### src/rtl/mprs_pkg.sv
// mprs_pkg: shared constants and controller/datapath command types for the scheduler.
// No dependencies.
`timescale 1ns / 1ps
`default_nettype none
package mprs_pkg;
  localparam int MAX_TASKS_DEF  = 32;
  localparam int NUM_LEVELS_DEF = 32;
  localparam int ID_W   = 5;
  localparam int TIME_W = 16;

  localparam logic OP_ARRIVE = 1'b0;
  localparam logic OP_TICK   = 1'b1;

  typedef struct packed {
    logic capture;    // latch request fields
    logic arr_write;  // perform arrival
    logic rot_read;   // read rotation level head/tail/link
    logic rot_write;  // commit rotation
    logic srv_read;   // read served head state
    logic srv_write;  // commit serve, emit result
  } cmd_t;

  typedef struct packed {
    logic is_tick;
  } stat_t;
endpackage
`default_nettype wire

### src/rtl/multilevel_priority_rr_scheduler_top.sv
// multilevel_priority_rr_scheduler_top: multilevel FIFO/round-robin task scheduler.
// Depends on mprs_pkg, mprs_ctrl, mprs_dp, mprs_ram.
//
// Usage:
//  - A request is taken when start is high and busy is low. in_opcode selects an
//    arrival (0) or a tick (1); arrival fields give slot, level, run time, RR flag.
//  - An arrival gives no result.
//  - A tick gives one result on out_idle/out_served_task, marked by out_valid for
//    one cycle, after a rotation step (read, write) and a head read and
//    decrement step (read, write) on the link and time RAMs.
//  - A new request is taken only once the previous one is done and busy is low.
//  - Results cannot be held off; out_valid is a single-cycle strobe.
//  - Reset (rst_n low, synchronous) empties every level and clears any pending
//    rotation; task memories need no clearing.
`timescale 1ns / 1ps
`default_nettype none
module multilevel_priority_rr_scheduler_top #(
  parameter int MAX_TASKS  = mprs_pkg::MAX_TASKS_DEF,
  parameter int NUM_LEVELS = mprs_pkg::NUM_LEVELS_DEF
) (
  input  wire logic                        clk,
  input  wire logic                        rst_n,
  input  wire logic                        start,
  output logic                             busy,
  input  wire logic                        in_opcode,
  input  wire logic [mprs_pkg::ID_W-1:0]   in_task_id,
  input  wire logic [mprs_pkg::ID_W-1:0]   in_priority_level,
  input  wire logic [mprs_pkg::TIME_W-1:0] in_run_time,
  input  wire logic                        in_round_robin,
  output logic                             out_valid,
  output logic                             out_idle,
  output logic [mprs_pkg::ID_W-1:0]        out_served_task
);
  mprs_pkg::cmd_t  cmd;
  mprs_pkg::stat_t stat;

  mprs_ctrl u_ctrl (.clk(clk), .rst_n(rst_n), .start(start), .stat(stat),
                    .busy(busy), .cmd(cmd));

  mprs_dp #(.MAX_TASKS(MAX_TASKS), .NUM_LEVELS(NUM_LEVELS)) u_dp (
    .clk(clk), .rst_n(rst_n), .cmd(cmd), .stat(stat),
    .in_opcode(in_opcode), .in_task_id(in_task_id),
    .in_priority_level(in_priority_level), .in_run_time(in_run_time),
    .in_round_robin(in_round_robin), .out_valid(out_valid),
    .out_idle(out_idle), .out_served_task(out_served_task));
endmodule
`default_nettype wire

### src/rtl/mprs_ram.sv
// mprs_ram: generic single-write, single-read RAM with registered read.
// No dependencies.
`timescale 1ns / 1ps
`default_nettype none
module mprs_ram #(
  parameter int WIDTH = 8,
  parameter int DEPTH = 32
) (
  input  wire logic                     clk,
  input  wire logic                     we,
  input  wire logic [$clog2(DEPTH)-1:0] waddr,
  input  wire logic [WIDTH-1:0]         wdata,
  input  wire logic [$clog2(DEPTH)-1:0] raddr,
  output logic      [WIDTH-1:0]         rdata
);
  logic [WIDTH-1:0] mem [DEPTH];
  always_ff @(posedge clk) begin
    if (we) mem[waddr] <= wdata;
    rdata <= mem[raddr];
  end
endmodule
`default_nettype wire

### src/rtl/mprs_ctrl.sv
// mprs_ctrl: sequencer for arrival and tick requests.
// Depends on mprs_pkg.
`timescale 1ns / 1ps
`default_nettype none
module mprs_ctrl (
  input  wire logic           clk,
  input  wire logic           rst_n,
  input  wire logic           start,
  input  mprs_pkg::stat_t     stat,
  output logic                busy,
  output mprs_pkg::cmd_t      cmd
);
  typedef enum logic [2:0] {S_IDLE, S_DEC, S_ARR, S_RRD, S_RWR, S_SRD, S_SWR} state_t;
  state_t state_r, state_nxt;

  always_comb begin
    state_nxt = state_r;
    case (state_r)
      S_IDLE:  if (start) state_nxt = S_DEC;
      S_DEC:   state_nxt = stat.is_tick ? S_RRD : S_ARR;
      S_ARR:   state_nxt = S_IDLE;
      S_RRD:   state_nxt = S_RWR;
      S_RWR:   state_nxt = S_SRD;
      S_SRD:   state_nxt = S_SWR;
      S_SWR:   state_nxt = S_IDLE;
      default: state_nxt = S_IDLE;
    endcase
  end

  always_ff @(posedge clk) begin
    if (!rst_n) state_r <= S_IDLE;
    else state_r <= state_nxt;
  end

  always_comb begin
    busy = (state_r != S_IDLE);
    cmd = '0;
    cmd.capture   = (state_r == S_IDLE) && start;
    cmd.arr_write = (state_r == S_ARR);
    cmd.rot_read  = (state_r == S_RRD);
    cmd.rot_write = (state_r == S_RWR);
    cmd.srv_read  = (state_r == S_SRD);
    cmd.srv_write = (state_r == S_SWR);
  end

  a_onehot: assert property (@(posedge clk) disable iff (!rst_n) $onehot0(cmd))
    else $error("multiple commands");
  a_srv: assert property (@(posedge clk) disable iff (!rst_n) cmd.srv_read |=> cmd.srv_write)
    else $error("serve split");
  a_rot: assert property (@(posedge clk) disable iff (!rst_n) cmd.rot_write |=> cmd.srv_read)
    else $error("rotation not followed by serve");
endmodule
`default_nettype wire

### src/rtl/mprs_dp.sv
// mprs_dp: queue state, link memories and serve logic for the scheduler.
// Depends on mprs_pkg and mprs_ram.
`timescale 1ns / 1ps
`default_nettype none
module mprs_dp #(
  parameter int MAX_TASKS  = mprs_pkg::MAX_TASKS_DEF,
  parameter int NUM_LEVELS = mprs_pkg::NUM_LEVELS_DEF
) (
  input  wire logic                       clk,
  input  wire logic                       rst_n,
  input  mprs_pkg::cmd_t                  cmd,
  output mprs_pkg::stat_t                 stat,
  input  wire logic                       in_opcode,
  input  wire logic [mprs_pkg::ID_W-1:0]  in_task_id,
  input  wire logic [mprs_pkg::ID_W-1:0]  in_priority_level,
  input  wire logic [mprs_pkg::TIME_W-1:0] in_run_time,
  input  wire logic                       in_round_robin,
  output logic                            out_valid,
  output logic                            out_idle,
  output logic [mprs_pkg::ID_W-1:0]       out_served_task
);
  localparam int SW = $clog2(MAX_TASKS);
  localparam int LW = $clog2(NUM_LEVELS);
  localparam int TW = mprs_pkg::TIME_W;

  logic          op_r, rr_r;
  logic [SW-1:0] slot_r;
  logic [LW-1:0] lvl_r;
  logic [TW-1:0] rt_r;

  // level head/tail as registers: read at arbitrary levels, small
  logic [SW-1:0] head_r [NUM_LEVELS];
  logic [SW-1:0] tail_r [NUM_LEVELS];
  logic [NUM_LEVELS-1:0] nonempty_r;
  logic [MAX_TASKS-1:0]  queued_r;
  logic          rot_pend_r;
  logic [LW-1:0] rot_lvl_r;

  // memories
  logic          nx_we;  logic [SW-1:0] nx_wa, nx_wd, nx_ra, nx_rd;
  logic          tm_we;  logic [SW-1:0] tm_wa, tm_ra; logic [TW:0] tm_wd, tm_rd;

  mprs_ram #(.WIDTH(SW), .DEPTH(MAX_TASKS)) u_next (
    .clk(clk), .we(nx_we), .waddr(nx_wa), .wdata(nx_wd), .raddr(nx_ra), .rdata(nx_rd));
  mprs_ram #(.WIDTH(TW+1), .DEPTH(MAX_TASKS)) u_time (
    .clk(clk), .we(tm_we), .waddr(tm_wa), .wdata(tm_wd), .raddr(tm_ra), .rdata(tm_rd));

  // priority pick over nonempty levels
  logic          any_ne;
  logic [LW-1:0] pick;
  always_comb begin
    any_ne = |nonempty_r;
    pick = '0;
    for (int i = NUM_LEVELS-1; i >= 0; i--)
      if (nonempty_r[i]) pick = LW'(i);
  end
  logic          srv_any_r;
  logic [LW-1:0] srv_lvl_r;
  logic [SW-1:0] srv_slot_r;

  logic          rot_do;
  assign rot_do = rot_pend_r && nonempty_r[rot_lvl_r] && (head_r[rot_lvl_r] != tail_r[rot_lvl_r]);

  assign stat.is_tick = op_r;

  logic [TW-1:0] dec;
  assign dec = tm_rd[TW-1:0] - TW'(1);

  always_comb begin
    nx_we = 1'b0; nx_wa = tail_r[lvl_r]; nx_wd = slot_r;
    nx_ra = head_r[rot_lvl_r];
    tm_we = 1'b0; tm_wa = slot_r;
    tm_wd = {rr_r, (rt_r == '0) ? TW'(1) : rt_r};
    tm_ra = head_r[pick];
    if (cmd.arr_write) begin
      nx_we = nonempty_r[lvl_r] && !queued_r[slot_r];
      tm_we = !queued_r[slot_r];
    end else if (cmd.rot_write) begin
      // old head appended after tail
      nx_we = rot_do;
      nx_wa = tail_r[rot_lvl_r];
      nx_wd = head_r[rot_lvl_r];
    end else if (cmd.srv_write) begin
      tm_we = srv_any_r;
      tm_wa = srv_slot_r;
      tm_wd = {tm_rd[TW], dec};
    end
    if (cmd.srv_read) nx_ra = head_r[pick];
  end

  always_ff @(posedge clk) begin
    if (cmd.capture) begin
      op_r <= in_opcode; rr_r <= in_round_robin; rt_r <= in_run_time;
      slot_r <= SW'(in_task_id); lvl_r <= LW'(in_priority_level);
    end
    if (cmd.srv_read) begin
      srv_any_r <= any_ne; srv_lvl_r <= pick; srv_slot_r <= head_r[pick];
    end
    if (cmd.arr_write && !queued_r[slot_r]) begin
      if (!nonempty_r[lvl_r]) head_r[lvl_r] <= slot_r;
      tail_r[lvl_r] <= slot_r;
    end
    if (cmd.rot_write && rot_do) begin
      head_r[rot_lvl_r] <= nx_rd;
      tail_r[rot_lvl_r] <= head_r[rot_lvl_r];
    end
    if (cmd.srv_write && srv_any_r && dec == '0 && tail_r[srv_lvl_r] != srv_slot_r)
      head_r[srv_lvl_r] <= nx_rd;
  end

  // serve: time and link of the picked head are read in srv_read, so the
  // registered data is there for srv_write.
  always_ff @(posedge clk) begin
    if (!rst_n) begin
      nonempty_r <= '0; queued_r <= '0; rot_pend_r <= 1'b0; rot_lvl_r <= '0;
      out_valid <= 1'b0; out_idle <= 1'b0; out_served_task <= '0;
    end else begin
      out_valid <= 1'b0;
      if (cmd.arr_write && !queued_r[slot_r]) begin
        nonempty_r[lvl_r] <= 1'b1; queued_r[slot_r] <= 1'b1;
      end
      if (cmd.rot_write) rot_pend_r <= 1'b0;
      if (cmd.srv_write) begin
        out_valid <= 1'b1;
        out_idle <= !srv_any_r;
        out_served_task <= srv_any_r ? mprs_pkg::ID_W'(srv_slot_r) : '0;
        if (srv_any_r) begin
          if (dec == '0) begin
            queued_r[srv_slot_r] <= 1'b0;
            if (tail_r[srv_lvl_r] == srv_slot_r) nonempty_r[srv_lvl_r] <= 1'b0;
          end else if (tm_rd[TW]) begin
            rot_pend_r <= 1'b1; rot_lvl_r <= srv_lvl_r;
          end
        end
      end
    end
  end
endmodule
`default_nettype wire
### config.mk
export PLATFORM = sky130hd
export DESIGN_NAME = multilevel_priority_rr_scheduler_top
export DESIGN_NICKNAME = d
export VERILOG_FILES = /design/src/rtl/mprs_pkg.sv /design/src/rtl/multilevel_priority_rr_scheduler_top.sv /design/src/rtl/mprs_ram.sv /design/src/rtl/mprs_ctrl.sv /design/src/rtl/mprs_dp.sv
export SDC_FILE = /design/constraint.sdc
export NUM_CORES = 2
export LEC_CHECK = 0
export BUFFER_PORTS_ARGS = -buffer_cell sky130_fd_sc_hd__buf_4
export CAP_MARGIN = 30
export CORE_ASPECT_RATIO = 0.75
export CORE_MARGIN = 2
export CORE_UTILIZATION = 30
export CTS_BUF_LIST = sky130_fd_sc_hd__clkbuf_8
export DETAILED_ROUTE_END_ITERATION = 7
export PLACE_DENSITY = 0.55
export SLEW_MARGIN = 20
export SYNTH_ARGS = -nofsm -noshare
export SYNTH_HDL_FRONTEND = slang
export SYNTH_SLANG_ARGS = --single-unit
### constraint.sdc
create_clock -name clk -period 9.04 [get_ports clk]
set_input_delay 0 -clock clk [delete_from_list [all_inputs] [get_ports clk]]
set_output_delay 0 -clock clk [all_outputs]
set_load 0.01 [all_outputs]
==> results.json <==
{
  "ys_seq_area_frac": 0.651,
  "grt_overflow": 0,
  "critical_path_class": "reg2reg",
  "syn_avg_cell_area_um2": 15.2,
  "fp.dieW_um": 488,
  "clkTransAtPathRegs_ps": 60,
  "core_area_mm2": 0.175,
  "dpl.hpwl_um": 100000,
  "routed_wirelength_um": 155000,
  "synthCells": 3457,
  "antenna_found_initial": 8,
  "hold_path_class": "in2reg",
  "post-route-util": 0.346,
  "slowest_delay_ps": 910,
  "synth_cell_types": 78,
  "netlist_area_mm2": 0.0526,
  "worstPathRequired_ps": 9560,
  "ys_seq_elements": 1180,
  "fin_crit_sh": 0.710,
  "cp-start-kind": "flop",
  "status": "completed",
  "viasPerCell": 5.27,
  "num_rows": 133,
  "max_slew_margin": 0.277,
  "max_freq_ghz": 0.156,
  "die_y_um": 367,
  "grt_max_degree": 137,
  "crit_arrival_ps": 6940,
  "synth_fp_nets": 3490,
  "stdcell_area_mm2": 0.0604,
  "wl_per_cell_um": 25.3,
  "num_vias": 32200,
  "dieArea_mm2": 0.179,
  "maxCapViolations": 0,
  "yosys.area.top_type_share": 0.607,
  "finalPower_w": 0.0122,
  "vdd_drop_max_mv": 0.145,
  "nNetsFinal": 3682,
  "remaining_drc_errors": 0,
  "rsz0062_at_grt": "no",
  "cts_setup_buffers": 0,
  "ys_async_sr_fraction": 0,
  "drive_above_1_share": 0.217,
  "postCtsHoldBufs": 58,
  "period_minus_slack_ps": 6420,
  "synth_top_area_cell": "edfxtp_1",
  "synthTopCellsByArea": "edfxtp_1, mux4_2, mux2i_1, dfxtp_1, nor2_1",
  "root_buffer": "clkbuf_8",
  "p_leak_nw": 19.7,
  "cts.sinks": 1180,
  "cts_tree": "yes",
  "cts_buffer_depth": 3,
  "final-setup-viol-count": 0,
  "finalClockSkew_ps": 81.5,
  "placed_area_mm2": 0.0561,
  "cts.htree.levels": 4,
  "clkLatencyLatePin_ps": 940,
  "pin_count": 39,
  "grtUsageTotal": 0.171,
  "grt_pass1_vias": 31500,
  "cp_max_fo": 53,
  "ant_nets": 0,
  "start_util": 0.301,
  "max_slew.worst_pin.slew_ps": 1070,
  "cp_slowest_cell": "dfxtp_4",
  "syn2layout_area_growth_pct": 14.8,
  "finalWeightedCongestion": 0.911,
  "cts_buffers": 190,
  "synth_flop_cell": "edfxtp_1",
  "drtIter0Drc": 3858,
  "grt_pass1_wl_um": 225000,
  "rr_worst_depth": 13,
  "cts_resized": 0,
  "synth-edff-count": 1063,
  "yosysWarnings": 0,
  "slew_violations": 0,
  "dr.pass1.iters": 6,
  "crit_path_cell_trace": "buf_4 -> mux4_2 -> mux4_2 -> mux2i_2 -> xor2_1 -> nand3_1 -> o2111ai_2 -> buf_4 -> mux2i_1 -> nor2b_1 -> mux2_2 -> nand2_1 -> nor2_1",
  "hold_depth": 4,
  "hold_viol": 0,
  "cp-end-kind": "flop",
  "io_buffers": 38,
  "powerDensity_mw_per_mm2": 201,
  "finalSetupTns_ps": 0
}
cells in the final DEF (no fill, tap or decap), types with 110 or more instances in the layout:
cell type  synthesis  layout
inv_1             29     110
buf_4             22     143
nand2_1          237     236
dfxtp_1          117     111
clkbuf_8           0     199
nor2_1           333     302
a21oi_1          145     139
mux2i_1          335     333
mux4_2           226     226
edfxtp_1        1063    1063
area by class of cell:
cell class	count	area, um2
Antenna cell	9	22.5
Clock buffer	199	2740
Clock inverter	150	945
Fill cell	16800	114000
Inverter	35	139
Multi-Input combinational cell	2029	17500
Sequential cell	1180	34300
Tap cell	2295	2870
Timing Repair Buffer	213	1910
final timing paths:
path	from	to	slack, ps
worst min register to register	u_dp.out_served_task[0]	u_dp.out_served_task[0]	460
worst max-delay path	flop	u_dp.head_r[5][3]	2620
worst max register to register	flop	u_dp.head_r[5][3]	2620
worst min-delay path	start	u_ctrl.state_r[0]	120
registers in the layout (all words and copies together), names as in the netlist, 16 cells and up, named ones only:
register	flops
u_dp.tail_r	160
u_dp.u_time.rdata	17
u_dp.head_r	160
u_dp.rt_r	16
u_dp.nonempty_r	32
u_dp.u_time.mem	544
u_dp.u_next.mem	160
u_dp.queued_r	32
through the flow:
step / setup WS, ps / hold slack [ps] / std cells
finish: 2620 / 125 / 6110
global route: 2270 / 146 / 6105
CTS: 2660 / 46.0 / 6097
detailed placement: 2750 / 180 / 5690
global placement: 2430 / 180 / 5687
floorplan: 4480 / 98.9 / 3457
layer usage:
metal	global-route usage	vias to the layer above	wire length, um
li1	-	14000	-
met1	0.260	16600	72400
met2	0.240	1359	65700
met3	0.0401	228	13000
met4	0.0487	4	3700
met5	0	-	32
cells in the mapped netlist, drive strengths merged (3+ instances only):
library cell  instances
o31ai                 4
mux2                142
a211oi               38
nor2b                23
o21ai               106
nand2               238
mux2i               337
and4                 20
inv                  35
nand2b               17
a221oi               13
o31a                  4
a2111oi               6
o211ai              106
nand3                34
buf                  99
nor2                334
mux4                226
a22oi                26
a22o                  8
dfxtp               117
and2                  9
nor4                 14
or3                   8
o21bai                4
a21oi               146
xnor2                14
clkbuf              114
a311o                18
nand3b                7
nor3                 29
or4                   9
nand4                10
edfxtp             1063
xor2                 11
a32oi                 3
a31oi                19
o21a                  7
or2                  11
a31o                  3
critical path, delay by kind of cell (launching register included):
family,cells,cell delay [ps]
compound gates,1,180
xor+xnor,1,190
buf+inv,2,900
flops,1,910
mux,5,2530
simple gates,4,1190
cell families after synthesis:
logic type / synth area share
AOI/OAI and AO/OA: 0.0665
buffers and inverters: 0.0217
adders and majority gates: 0.000475
and+or+nand+nor: 0.0648
DFF: 0.651
xor gates and xnor gates: 0.00416
muxes: 0.191
power breakdown:
part	switching, W	internal [W]	total (W)
Clock	0.00221	0.00234	0.00454
Combinational	0.000928	0.000511	0.00144
Sequential	0.000128	0.00604	0.00617
Total	0.00326	0.00889	0.0122
No activity file was read; power rests on OpenSTA's default activity.
